**config.mk**
```make
export PLATFORM = sky130hd
export DESIGN_NAME = moving_average_with_rampup
export DESIGN_NICKNAME = d
export VERILOG_FILES = /design/src/rtl/mavr_pkg.sv /design/src/rtl/mavr_ram.sv /design/src/rtl/mavr_queue.sv /design/src/rtl/mavr_front.sv /design/src/rtl/mavr_back.sv /design/src/rtl/moving_average_with_rampup.sv
export SDC_FILE = /design/constraint.sdc
export NUM_CORES = 1
export LEC_CHECK = 0
export ABC_AREA = 1
export BUFFER_PORTS_ARGS = -buffer_cell sky130_fd_sc_hd__buf_2
export CORE_ASPECT_RATIO = 1.2
export CORE_MARGIN = 4
export CORE_UTILIZATION = 44
export CTS_CLUSTER_DIAMETER = 60
export DETAILED_ROUTE_END_ITERATION = 8
export PLACE_DENSITY = 0.68
export SKIP_CTS_REPAIR_TIMING = 1
export SYNTH_ARGS = -nofsm -noshare
export SYNTH_HDL_FRONTEND = slang
export SYNTH_HIERARCHICAL = 1
export SYNTH_SLANG_ARGS = --single-unit
```
**constraint.sdc**
```tcl
create_clock -name clk -period 3.91 [get_ports clk]
set_input_delay 0 -clock clk [delete_from_list [all_inputs] [get_ports clk]]
set_output_delay 0 -clock clk [all_outputs]
set_load 0.02 [all_outputs]
```
**src/rtl/mavr_pkg.sv**
```systemverilog
// mavr_pkg: shared constants and types for the moving average with ramp-up
// no dependencies; used by the front end and the top level
`default_nettype none

package mavr_pkg;

  // width and reset value of the window_taps register
  localparam int TAPS_W = 6;
  typedef logic [TAPS_W-1:0] taps_t;
  localparam taps_t TAPS_RESET = taps_t'(4);

endpackage

`default_nettype wire

```
**src/rtl/mavr_ram.sv**
```systemverilog
// mavr_ram: generic simple dual-port ram, one write and one registered read port
// no dependencies
`default_nettype none

module mavr_ram #(
  parameter int WIDTH = 16,
  parameter int DEPTH = 32,
  localparam int AW = (DEPTH > 1) ? $clog2(DEPTH) : 1
) (
  input  wire logic                      clk,
  input  wire logic                      we,
  input  wire logic [AW-1:0]             waddr,
  input  wire logic [WIDTH-1:0]          wdata,
  input  wire logic [AW-1:0]             raddr,
  output logic      [WIDTH-1:0]          rdata
);

  logic [WIDTH-1:0] mem [DEPTH];

  always_ff @(posedge clk) begin
    if (we) begin
      mem[waddr] <= wdata;
    end
    rdata <= mem[raddr];
  end

endmodule

`default_nettype wire

```
**src/rtl/mavr_queue.sv**
```systemverilog
// mavr_queue: two-entry command queue between the front end and the back end
// no dependencies
`default_nettype none

module mavr_queue #(
  parameter int WIDTH = 32
) (
  input  wire logic             clk,
  input  wire logic             rst,
  input  wire logic             in_valid,
  output logic                  in_ready,
  input  wire logic [WIDTH-1:0] in_data,
  output logic                  out_valid,
  input  wire logic             out_ready,
  output logic      [WIDTH-1:0] out_data
);

  logic [WIDTH-1:0] slots [2];
  logic             wr_ptr;
  logic             rd_ptr;
  logic [1:0]       fill;
  logic             push;
  logic             pop;

  assign in_ready  = (fill != 2'd2);
  assign out_valid = (fill != 2'd0);
  assign out_data  = slots[rd_ptr];
  assign push      = in_valid && in_ready;
  assign pop       = out_valid && out_ready;

  always_ff @(posedge clk) begin
    if (push) begin
      slots[wr_ptr] <= in_data;
    end
  end

  always_ff @(posedge clk) begin
    if (rst) begin
      wr_ptr <= 1'b0;
      rd_ptr <= 1'b0;
      fill   <= 2'd0;
    end else begin
      if (push) begin
        wr_ptr <= ~wr_ptr;
      end
      if (pop) begin
        rd_ptr <= ~rd_ptr;
      end
      case ({push, pop})
        2'b10:   fill <= fill + 2'd1;
        2'b01:   fill <= fill - 2'd1;
        default: fill <= fill;
      endcase
    end
  end

endmodule

`default_nettype wire

```
**src/rtl/mavr_front.sv**
```systemverilog
// mavr_front: accepts samples, handles block restart, tracks ring slot and fill count
// depends on mavr_pkg; emits one command per sample into mavr_queue
`default_nettype none

module mavr_front #(
  parameter int MAX_TAPS    = 32,
  parameter int SAMPLE_BITS = 16,
  parameter int PTR_W       = 5,
  parameter int CNT_W       = 6,
  parameter int CMD_W       = 27
) (
  input  wire logic                   clk,
  input  wire logic                   rst,
  input  wire logic                   in_valid,
  output logic                        in_ready,
  input  wire logic [SAMPLE_BITS-1:0] in_sample,
  input  wire logic                   in_first,
  input  wire mavr_pkg::taps_t        taps,
  output logic                        cmd_valid,
  input  wire logic                   cmd_ready,
  output logic      [CMD_W-1:0]       cmd_data
);

  logic [PTR_W-1:0] write_position;
  logic [CNT_W-1:0] fill_count;
  logic [PTR_W-1:0] slot;
  logic [PTR_W-1:0] write_position_next;
  logic [CNT_W-1:0] base_count;
  logic [CNT_W-1:0] fill_count_next;
  logic [CNT_W-1:0] eff_taps;
  logic [CNT_W-1:0] count;
  logic             accept;

  assign accept    = in_valid && in_ready;
  assign in_ready  = cmd_ready;
  assign cmd_valid = in_valid;

  always_comb begin
    // a block start restarts the ring before this sample
    slot       = in_first ? '0 : write_position;
    base_count = in_first ? '0 : fill_count;
    write_position_next = (slot == PTR_W'(MAX_TAPS - 1)) ? '0 : slot + 1'b1;
    fill_count_next = (base_count == CNT_W'(MAX_TAPS)) ? base_count : base_count + 1'b1;
    if (taps == '0) begin
      eff_taps = CNT_W'(1);
    end else if (32'(taps) > MAX_TAPS) begin
      eff_taps = CNT_W'(MAX_TAPS);
    end else begin
      eff_taps = CNT_W'(taps);
    end
    count = (fill_count_next < eff_taps) ? fill_count_next : eff_taps;
  end

  // command: count in low bits, then ring slot, then sample
  assign cmd_data = {in_sample, slot, count};

  always_ff @(posedge clk) begin
    if (rst) begin
      write_position <= '0;
      fill_count     <= '0;
    end else if (accept) begin
      write_position <= write_position_next;
      fill_count     <= fill_count_next;
    end
  end

endmodule

`default_nettype wire

```
**src/rtl/mavr_back.sv**
```systemverilog
// mavr_back: writes the sample history, sums the window and divides by the count
// depends on mavr_ram; takes commands from mavr_queue, holds the output register
`default_nettype none

module mavr_back #(
  parameter int MAX_TAPS    = 32,
  parameter int SAMPLE_BITS = 16,
  parameter int PTR_W       = 5,
  parameter int CNT_W       = 6,
  parameter int CMD_W       = 27
) (
  input  wire logic                   clk,
  input  wire logic                   rst,
  input  wire logic                   cmd_valid,
  output logic                        cmd_ready,
  input  wire logic [CMD_W-1:0]       cmd_data,
  output logic                        out_valid,
  input  wire logic                   out_ready,
  output logic      [SAMPLE_BITS-1:0] out_data
);

  localparam int SUM_W  = SAMPLE_BITS + $clog2(MAX_TAPS);
  localparam int STEP_W = $clog2(SUM_W + 1);

  localparam logic [1:0] ST_IDLE = 2'd0;
  localparam logic [1:0] ST_SUM  = 2'd1;
  localparam logic [1:0] ST_DIV  = 2'd2;
  localparam logic [1:0] ST_DONE = 2'd3;

  logic [1:0]                    state;
  logic signed [SUM_W-1:0]       sum;
  logic [CNT_W-1:0]              issue_left;
  logic [PTR_W-1:0]              rd_addr;
  logic                          rd_pend;
  logic [CNT_W-1:0]              divisor;
  logic [CNT_W-1:0]              rem;
  logic [SUM_W-1:0]              quo;
  logic                          neg;
  logic [STEP_W-1:0]             step;

  logic [CNT_W-1:0]              cmd_count;
  logic [PTR_W-1:0]              cmd_slot;
  logic signed [SAMPLE_BITS-1:0] cmd_sample;
  logic                          pop;
  logic [SAMPLE_BITS-1:0]        ram_rdata;
  logic [CNT_W:0]                trial;
  logic                          fits;
  logic                          load;

  assign cmd_count  = cmd_data[CNT_W-1:0];
  assign cmd_slot   = cmd_data[CNT_W +: PTR_W];
  assign cmd_sample = $signed(cmd_data[CNT_W+PTR_W +: SAMPLE_BITS]);

  assign cmd_ready = (state == ST_IDLE);
  assign pop       = cmd_valid && cmd_ready;
  assign load      = (state == ST_DONE) && (!out_valid || out_ready);

  // restoring division step, one quotient bit per cycle
  assign trial = {rem, quo[SUM_W-1]};
  assign fits  = (trial >= {1'b0, divisor});

  function automatic logic [PTR_W-1:0] older(input logic [PTR_W-1:0] a);
    older = (a == '0) ? PTR_W'(MAX_TAPS - 1) : a - 1'b1;
  endfunction

  mavr_ram #(
    .WIDTH (SAMPLE_BITS),
    .DEPTH (MAX_TAPS)
  ) u_hist (
    .clk   (clk),
    .we    (pop),
    .waddr (cmd_slot),
    .wdata (cmd_sample),
    .raddr (rd_addr),
    .rdata (ram_rdata)
  );

  always_ff @(posedge clk) begin
    if (rst) begin
      state   <= ST_IDLE;
      rd_pend <= 1'b0;
    end else begin
      case (state)
        ST_IDLE: begin
          if (pop) begin
            sum        <= SUM_W'(cmd_sample);
            issue_left <= cmd_count - 1'b1;
            rd_addr    <= older(cmd_slot);
            divisor    <= cmd_count;
            rd_pend    <= 1'b0;
            state      <= ST_SUM;
          end
        end
        ST_SUM: begin
          if (issue_left != '0) begin
            rd_addr    <= older(rd_addr);
            issue_left <= issue_left - 1'b1;
            rd_pend    <= 1'b1;
          end else begin
            rd_pend <= 1'b0;
          end
          if (rd_pend) begin
            sum <= sum + SUM_W'($signed(ram_rdata));
          end
          if (issue_left == '0 && !rd_pend) begin
            neg   <= sum[SUM_W-1];
            quo   <= sum[SUM_W-1] ? SUM_W'(-sum) : SUM_W'(sum);
            rem   <= '0;
            step  <= '0;
            state <= ST_DIV;
          end
        end
        ST_DIV: begin
          rem  <= fits ? CNT_W'(trial - {1'b0, divisor}) : CNT_W'(trial);
          quo  <= {quo[SUM_W-2:0], fits};
          step <= step + 1'b1;
          if (step == STEP_W'(SUM_W - 1)) begin
            state <= ST_DONE;
          end
        end
        ST_DONE: begin
          if (load) begin
            state <= ST_IDLE;
          end
        end
        default: state <= ST_IDLE;
      endcase
    end
  end

  always_ff @(posedge clk) begin
    if (load) begin
      out_data <= neg ? -quo[SAMPLE_BITS-1:0] : quo[SAMPLE_BITS-1:0];
    end
  end

  always_ff @(posedge clk) begin
    if (rst) begin
      out_valid <= 1'b0;
    end else if (load) begin
      out_valid <= 1'b1;
    end else if (out_ready) begin
      out_valid <= 1'b0;
    end
  end

  // a taken command always carries a nonzero count
  a_divisor_nonzero: assert property (@(posedge clk) disable iff (rst)
    (state != ST_IDLE) |-> (divisor != '0))
    else $error("divisor is zero while busy");

  a_rem_below_divisor: assert property (@(posedge clk) disable iff (rst)
    (state == ST_DIV) |-> (rem < divisor))
    else $error("division remainder out of range");

  a_read_only_in_sum: assert property (@(posedge clk) disable iff (rst)
    rd_pend |-> (state == ST_SUM))
    else $error("history read pending outside summing");

  // a mean of samples never exceeds the sample magnitude
  a_quotient_range: assert property (@(posedge clk) disable iff (rst)
    (state == ST_DONE) |-> (quo <= (SUM_W'(1) << (SAMPLE_BITS - 1))))
    else $error("quotient outside sample range");

endmodule

`default_nettype wire

```
**src/rtl/moving_average_with_rampup.sv**
```systemverilog
// moving_average_with_rampup: top level of the ramp-up moving average filter
// depends on mavr_pkg, mavr_front, mavr_queue, mavr_back (and mavr_ram below it)
//
//  channel   direction  handshake                      payload
//  s_axis    in         s_axis_tvalid / s_axis_tready  tdata: sample, tuser: first
//  m_axis    out        m_axis_tvalid / m_axis_tready  tdata: average
//  cfg       in         cfg_we (no wait)               cfg_wdata: window_taps
//
// for each item the back end sums count samples, where count is the number of samples
// averaged (up to MAX_TAPS), and then runs SUM_W = SAMPLE_BITS + clog2(MAX_TAPS)
// restoring division steps.
// the history ram has one read port, so the window is summed one sample per cycle.
// the front end accepts up to two items ahead of the back end through the queue,
// and the back end keeps working while the output register waits on m_axis_tready.
// reset (synchronous, active high) clears control state and sets window_taps to 4;
// the history ram is not cleared, only entries of the current block are read.
`default_nettype none

module moving_average_with_rampup #(
  parameter int MAX_TAPS    = 32,
  parameter int SAMPLE_BITS = 16,
  // tdata is the sample rounded up to whole bytes
  localparam int DATA_W     = ((SAMPLE_BITS + 7) / 8) * 8
) (
  input  wire logic                   clk,
  input  wire logic                   rst,
  // input samples
  input  wire logic                   s_axis_tvalid,
  output logic                        s_axis_tready,
  input  wire logic [DATA_W-1:0]      s_axis_tdata,   // [SAMPLE_BITS-1:0] sample
  input  wire logic                   s_axis_tuser,   // [0] first
  // averages
  output logic                        m_axis_tvalid,
  input  wire logic                   m_axis_tready,
  output logic      [DATA_W-1:0]      m_axis_tdata,   // [SAMPLE_BITS-1:0] average
  // window_taps register
  input  wire logic                   cfg_we,
  input  wire mavr_pkg::taps_t        cfg_wdata
);

  // ring slot and fill count widths
  localparam int PTR_W  = (MAX_TAPS > 1) ? $clog2(MAX_TAPS) : 1;
  localparam int CNT_W  = $clog2(MAX_TAPS + 1);
  // command word: sample, ring slot, window count
  localparam int CMD_W  = SAMPLE_BITS + PTR_W + CNT_W;

  mavr_pkg::taps_t        window_taps;

  logic                   fq_valid;
  logic                   fq_ready;
  logic [CMD_W-1:0]       fq_data;
  logic                   qb_valid;
  logic                   qb_ready;
  logic [CMD_W-1:0]       qb_data;
  logic [SAMPLE_BITS-1:0] average;

  // the register should be written only while the filter is idle; the block does not enforce it
  always_ff @(posedge clk) begin
    if (rst) begin
      window_taps <= mavr_pkg::TAPS_RESET;
    end else if (cfg_we) begin
      window_taps <= cfg_wdata;
    end
  end

  // front end: block restart, ring slot, window count
  mavr_front #(
    .MAX_TAPS    (MAX_TAPS),
    .SAMPLE_BITS (SAMPLE_BITS),
    .PTR_W       (PTR_W),
    .CNT_W       (CNT_W),
    .CMD_W       (CMD_W)
  ) u_front (
    .clk       (clk),
    .rst       (rst),
    .in_valid  (s_axis_tvalid),
    .in_ready  (s_axis_tready),
    .in_sample (s_axis_tdata[SAMPLE_BITS-1:0]),
    .in_first  (s_axis_tuser),
    .taps      (window_taps),
    .cmd_valid (fq_valid),
    .cmd_ready (fq_ready),
    .cmd_data  (fq_data)
  );

  // decouples the two halves so each can stall on its own
  mavr_queue #(
    .WIDTH (CMD_W)
  ) u_queue (
    .clk       (clk),
    .rst       (rst),
    .in_valid  (fq_valid),
    .in_ready  (fq_ready),
    .in_data   (fq_data),
    .out_valid (qb_valid),
    .out_ready (qb_ready),
    .out_data  (qb_data)
  );

  // back end: history write, window sum, iterative divide, output register
  mavr_back #(
    .MAX_TAPS    (MAX_TAPS),
    .SAMPLE_BITS (SAMPLE_BITS),
    .PTR_W       (PTR_W),
    .CNT_W       (CNT_W),
    .CMD_W       (CMD_W)
  ) u_back (
    .clk       (clk),
    .rst       (rst),
    .cmd_valid (qb_valid),
    .cmd_ready (qb_ready),
    .cmd_data  (qb_data),
    .out_valid (m_axis_tvalid),
    .out_ready (m_axis_tready),
    .out_data  (average)
  );

  // zero fill above the average
  assign m_axis_tdata = DATA_W'(average);

endmodule

`default_nettype wire
```
[Word-level counts from Yosys, hierarchy flattened]
Memories as Yosys holds them, arrays and structs flattened. A register that Yosys moved wholly into a read port is not among the register bits.
Cells that the tools add are included.
Widths: inputs -> output; s select.
Storage, ports and cells
  bits in registers: 112
  RAM bits: 566
  input port bits: 28
  output and inout port bits: 18
  logic and storage cells: 123
  memories: 2
Memory list
  u_back.u_hist.mem: words 32, width 16, read ports 1, clocked after memory_dff 1, write ports 1, line mavr_ram.sv:18  | logic [WIDTH-1:0] mem [DEPTH];
  u_queue.slots: words 2, width 27, read ports 1, clocked after memory_dff 1, write ports 1, line mavr_queue.sv:18  | logic [WIDTH-1:0] slots [2];
Cells by class
  add/sub/neg operators: 13
  magnitude comparators: 3
  equality and inequality tests: 15
  mux-type cells: 44
  bitwise logic cells: 3
  reduce and logical (&&, ||, !) cells: 25
Operators by type and width (count)
  $mux 21: 4
  $pmux 21 s2: 2
  $mux 6: 9
  $mux 5: 7
  $pmux 6 s2: 2
  $add 21x16->21: 1
  $neg 21->21: 1
  $pmux 5 s2: 2
  $mux 16: 1
  $neg 16->16: 1
  $logic_not 6->1: 2
  $reduce_and 4->1: 3
  $sub 6x1->6 const B: 2
  $add 5x1->5 const B: 2
  $eq 5x5->1 const B: 2
  $logic_not 5->1: 2
  $mux 1: 10
  $ne 2x1->1 const B: 5
  $reduce_bool 2->1: 5
  $sub 5x1->5 const B: 2
  $reduce_and 3->1: 3
  $mux 2: 4
  $pmux 2 s4: 1
  $ge 7x6->1: 1
  19 further kinds: 29

[Longest topological paths before layout]
  depth in word-level cells: 5
  mapped depth: 16

[Modules after synthesis]
Netlist, hierarchy kept.
Modules (own cells, without submodules)
  mavr_ram: instances 1, cells an instance 1794, area each 21301.7 um2, seq. area each 15695.1 um2
  mavr_back: instances 1, cells an instance 803, area each 6293.5 um2, seq. area each 2692.6 um2
  mavr_queue: instances 1, cells an instance 122, area each 2293.4 um2, seq. area each 1721.7 um2
  mavr_front: instances 1, cells an instance 174, area each 1132.3 um2, seq. area each 220.2 um2
  moving_average_with_rampup: instances 1, cells an instance 37, area each 245.2 um2, seq. area each 120.1 um2

[Worst setup path after synthesis]
No wires, ideal clock.
  kind: register -> register
  start: register u_back.state[1]
  end: register u_back.sum[0] (enable)
  setup time: 0.432 ns
  arrival: 2.571 ns
  data required time: 3.478 ns
  slack: 0.908 ns
  cell stages (with the launch flop): 6
  period minus slack after synthesis: 3.002 ns
  path through: dfxtp_1 inv_1 ha_1 buf_4 buf_2 a211oi_1
Between the ends
  word-level cells in the longest chain between the ends: 4
  elaborated cells on any way between the ends: 7
  classes of those cells: 3 x eq/ne; 4 x reduce/logical
RTL lines
  from (decl): line mavr_back.sv:30  | logic [1:0] state;
  from (signal assigned): line mavr_back.sv:80  | state <= ST_IDLE;
  from (signal assigned): line mavr_back.sv:91  | state <= ST_SUM;
  from (signal assigned): line mavr_back.sv:110  | state <= ST_DIV;
  $logic_not 2->1: line mavr_back.sv:54, mavr_back.sv:83
  $logic_and 1x1->1: line mavr_back.sv:55  | assign pop = cmd_valid && cmd_ready;
  $ne 2x2->1 (no line)
  $reduce_and 4->1 (no line) (*)
  to (signal assigned): line mavr_back.sv:86  | sum <= SUM_W'(cmd_sample);
  to (signal assigned): line mavr_back.sv:103  | sum <= sum + SUM_W'($signed(ram_rdata));
  to (decl): line mavr_back.sv:31  | logic signed [SUM_W-1:0] sum;
Every way passes the cells marked *; elsewhere a longest branch is shown, timed or not.
A chain may end at the register's enable or synchronous reset.

==> flow_metrics.py <==
metrics = {
    "status": {
        "status": "finished, final reports clean",
    },
    "cts": {
        "cts_max_path_buffers": 3,
        "clk_pin_slew_ps": 60,
        "htree_levels": 3,
        "clock-root-buffer": "clkbuf_16",
        "cts_tree": "yes",
        "clock_sinks": 695,
        "cts-buffers-inserted": 70,
        "clock_latency_ps": 600,
    },
    "synth": {
        "synth_fa_ha_area_share_pct": 2.009,
        "synth_compound_area_share_pct": 2.369,
        "netlist_instances": 2930,
        "synth_edf_count": 653,
        "synthDistinctLibCells": 53,
        "synth_top_family_by_area": "simple AND/OR/NAND/NOR gates",
        "synth_xor_area_share_pct": 0.9804,
        "ys_seq_area_share_pct": 65.40,
        "synthSimpleGateAreaFrac_pct": 22.42,
        "synth_flop_cell": "edfxtp_1",
        "synth_mux_area_share_pct": 1.341,
        "syn_nets": 3007,
        "async_flop_share_pct": 0,
        "netlist_area_um2": 31270,
        "synth_seq_cells": 695,
        "syn_avg_cell_area_um2": 10.67,
        "yosys_warnings": 6,
    },
    "grt": {
        "antenna_found_initial": 1,
        "grt_start_max_net_pins": 164,
        "grt_pass1_wl_mm": 115.9,
        "grt_pass1_vias": 19721,
        "overflow": 0,
        "grt_usage_pct": 19.78,
    },
    "setup_path": {
        "required_ps": 4450,
        "crit_fanout": 163,
        "critPathLaunchType": "register",
        "cp-end-kind": "register",
        "worst-setup-path-type": "reg2reg",
        "arrival_ps": 3110,
    },
    "timing": {
        "setup_tns_ps": 0,
        "slew_viol_final": 0,
        "finalHoldViolations": 0,
        "relSlewSlack_pct": 31.22,
        "finalClockSkew_ps": 25.18,
        "setup_viol_count_final": 0,
        "fin_crit_ps": 2574,
        "fmax_mhz": 388.5,
        "tightest_slew_ps": 1032,
        "rsz0062_at_grt": "false",
        "timing.final.crit_share_pct": 65.83,
    },
    "route": {
        "wirelength_mm": 76.79,
        "antenna_left": 0,
        "drc_errors": 0,
        "drt-pass1-iter-count": 6,
        "viasPerCell": 5.354,
        "num_vias": 21245,
        "first_iter_violations": 2395,
        "wl_per_cell_um": 19.35,
    },
    "final_layout": {
        "final_cell_mix": "nand2_1 (1,000), edfxtp_1 (653), nand3_1 (470), inv_1 (163), nor2_1 (154)",
        "final_common_cell": "nand2_1",
        "ff_latch_area_um2": 20450,
        "fillCellCount": 6198,
        "multi_input_area_um2": 9116,
        "area_growth_pct": 11.67,
        "diodes": 0,
        "nNetsFinal": 3073,
        "final_cells": 3968,
        "drive_gt1_share_pct": 8.852,
    },
    "floorplan": {
        "die_h_um": 300.0,
        "boundaryPins": 46,
        "die_w_um": 251.3,
        "initial_core_util_pct": 44.65,
        "fp.coreArea_um2": 70030,
        "num_rows": 106,
        "die-area_um2": 75410,
    },
    "hold_path": {
        "worstHoldPathType": "in2reg",
    },
    "power": {
        "powerDensity_nw_per_um2": 723.8,
        "ir_drop_mv": 0.3568,
        "power_leakage_nw": 13.63,
    },
    "placed_design": {
        "gp_congestion": 0.8732,
        "dp.final_hpwl_mm": 46.59,
        "dp.cells": 3803,
        "port_buffers": 45,
    },
    "flow_run": {
        "cap_violations": 0,
    },
}
## worst paths after layout
check | slack [ps] | to | start | cells past startpoint
max | 1340 | u_back/u_hist/rdata[9] | u_back/rd_addr[0] | 10
min | 120 | u_queue/slots[1][23] | s_axis_tdata[12] | 2
max reg2reg | 1340 | u_back/u_hist/rdata[9] | u_back/rd_addr[0] | 10
min reg2reg | 460 | u_front/write_position[2] | u_front/write_position[2] | 2
## Yosys cell counts (17+ instances only)
cell | number | area (um2)
xor2_1 | 18 | 157.7
buf_4 | 47 | 352.8
buf_2 | 38 | 190.2
nor2_1 | 157 | 589.3
dfxtp_1 | 42 | 840.8
nand3_1 | 470 | 2352
edfxtp_1 | 653 | 19610
a21oi_1 | 47 | 235.2
nand2_1 | 1000 | 3754
xnor2_1 | 17 | 148.9
o21ai_0 | 58 | 290.3
buf_6 | 29 | 326.6
mux2_4 | 20 | 300.3
ha_1 | 47 | 588.1
clkbuf_1 | 28 | 105.1
inv_1 | 164 | 615.6
## worst max-delay path: stages, from the launching register on
cell,delay [ps]
edfxtp_1,450
buf_4,350
buf_12,480
nand2_1,130
nand3_1,190
nand3_1,100
nand2_1,130
nand2_1,110
nand2_1,130
nand2_1,60
nand2_1,110
## report_power, final
part	switching [W]	total [W]	internal, W
clock	0.00279	0.00706	0.00427
combinational	0.00578	0.00806	0.00228
sequential	0.000481	0.0102	0.00967
## layout make-up
class / instances / area share, %
Inverter: 169 / 1.853
Multi-Input combinational cell: 1917 / 26.11
Clock inverter: 40 / 1.444
Tap cell: 918 / 3.290
Sequential cell: 695 / 58.58
Clock buffer: 86 / 5.551
Timing Repair Buffer: 143 / 3.175
## through the flow
step           total power, W  setup slack (ps)  hold slack, ps  util (%)  area [um2]
2_1_floorplan         0.01581             907.7           126.3         -       31270
3_3_place_gp          0.01817              1456           189.2     45.81       32080
3_5_place_dp          0.01827              1421           191.7     45.81       32080
4_1_cts               0.02535              1399          -449.2     49.30       34520
5_1_grt               0.02659              1187           120.1     49.86       34910
6_report              0.02527              1336           123.9     49.86       34910
## state kept, by name, summed over array words and instances (netlist names), named ones only
| register | count |
|---|---|
| u_back/divisor | 6 |
| u_front/write_position | 5 |
| u_queue/slots | 54 |
| u_back/neg | 1 |
| u_front/fill_count | 6 |
| u_back/state | 2 |
| u_back/issue_left | 6 |
| window_taps | 6 |
| u_back/quo | 21 |
| u_back/out_valid | 1 |
| u_back/out_data | 16 |
| u_back/step | 5 |
| u_back/rd_addr | 5 |
| u_queue/rd_ptr | 1 |
| u_back/u_hist/mem | 512 |
| u_back/rd_pend | 1 |
| u_queue/fill | 2 |
| u_queue/wr_ptr | 1 |
| u_back/rem | 6 |
| u_back/sum | 21 |
| u_back/u_hist/rdata | 16 |
## kinds of logic (layout without fill, tap and decap cells)
group / Yosys count / after routing
AND/OR/NAND/NOR: 1670 / 1670
flip-flops: 695 / 695
buffers and inverters: 318 / 438
AO/OA/AOI/OAI: 132 / 132
adder cells (fa/ha/maj): 49 / 49
XOR/XNOR: 35 / 35
multiplexers: 31 / 31
## metal layers
| metal | up-vias | wire [um] | GRT usage (%) |
|---|---|---|---|
| met5 | - | 18 | 0 |
| met2 | 730 | 37870 | 33.34 |
| met3 | 145 | 4892 | 2.492 |
| li1 | 10100 | - | - |
| met1 | 10268 | 31390 | 26.35 |
| met4 | 2 | 2625 | 7.557 |
Note: power is estimated with default switching activity, not from simulation.
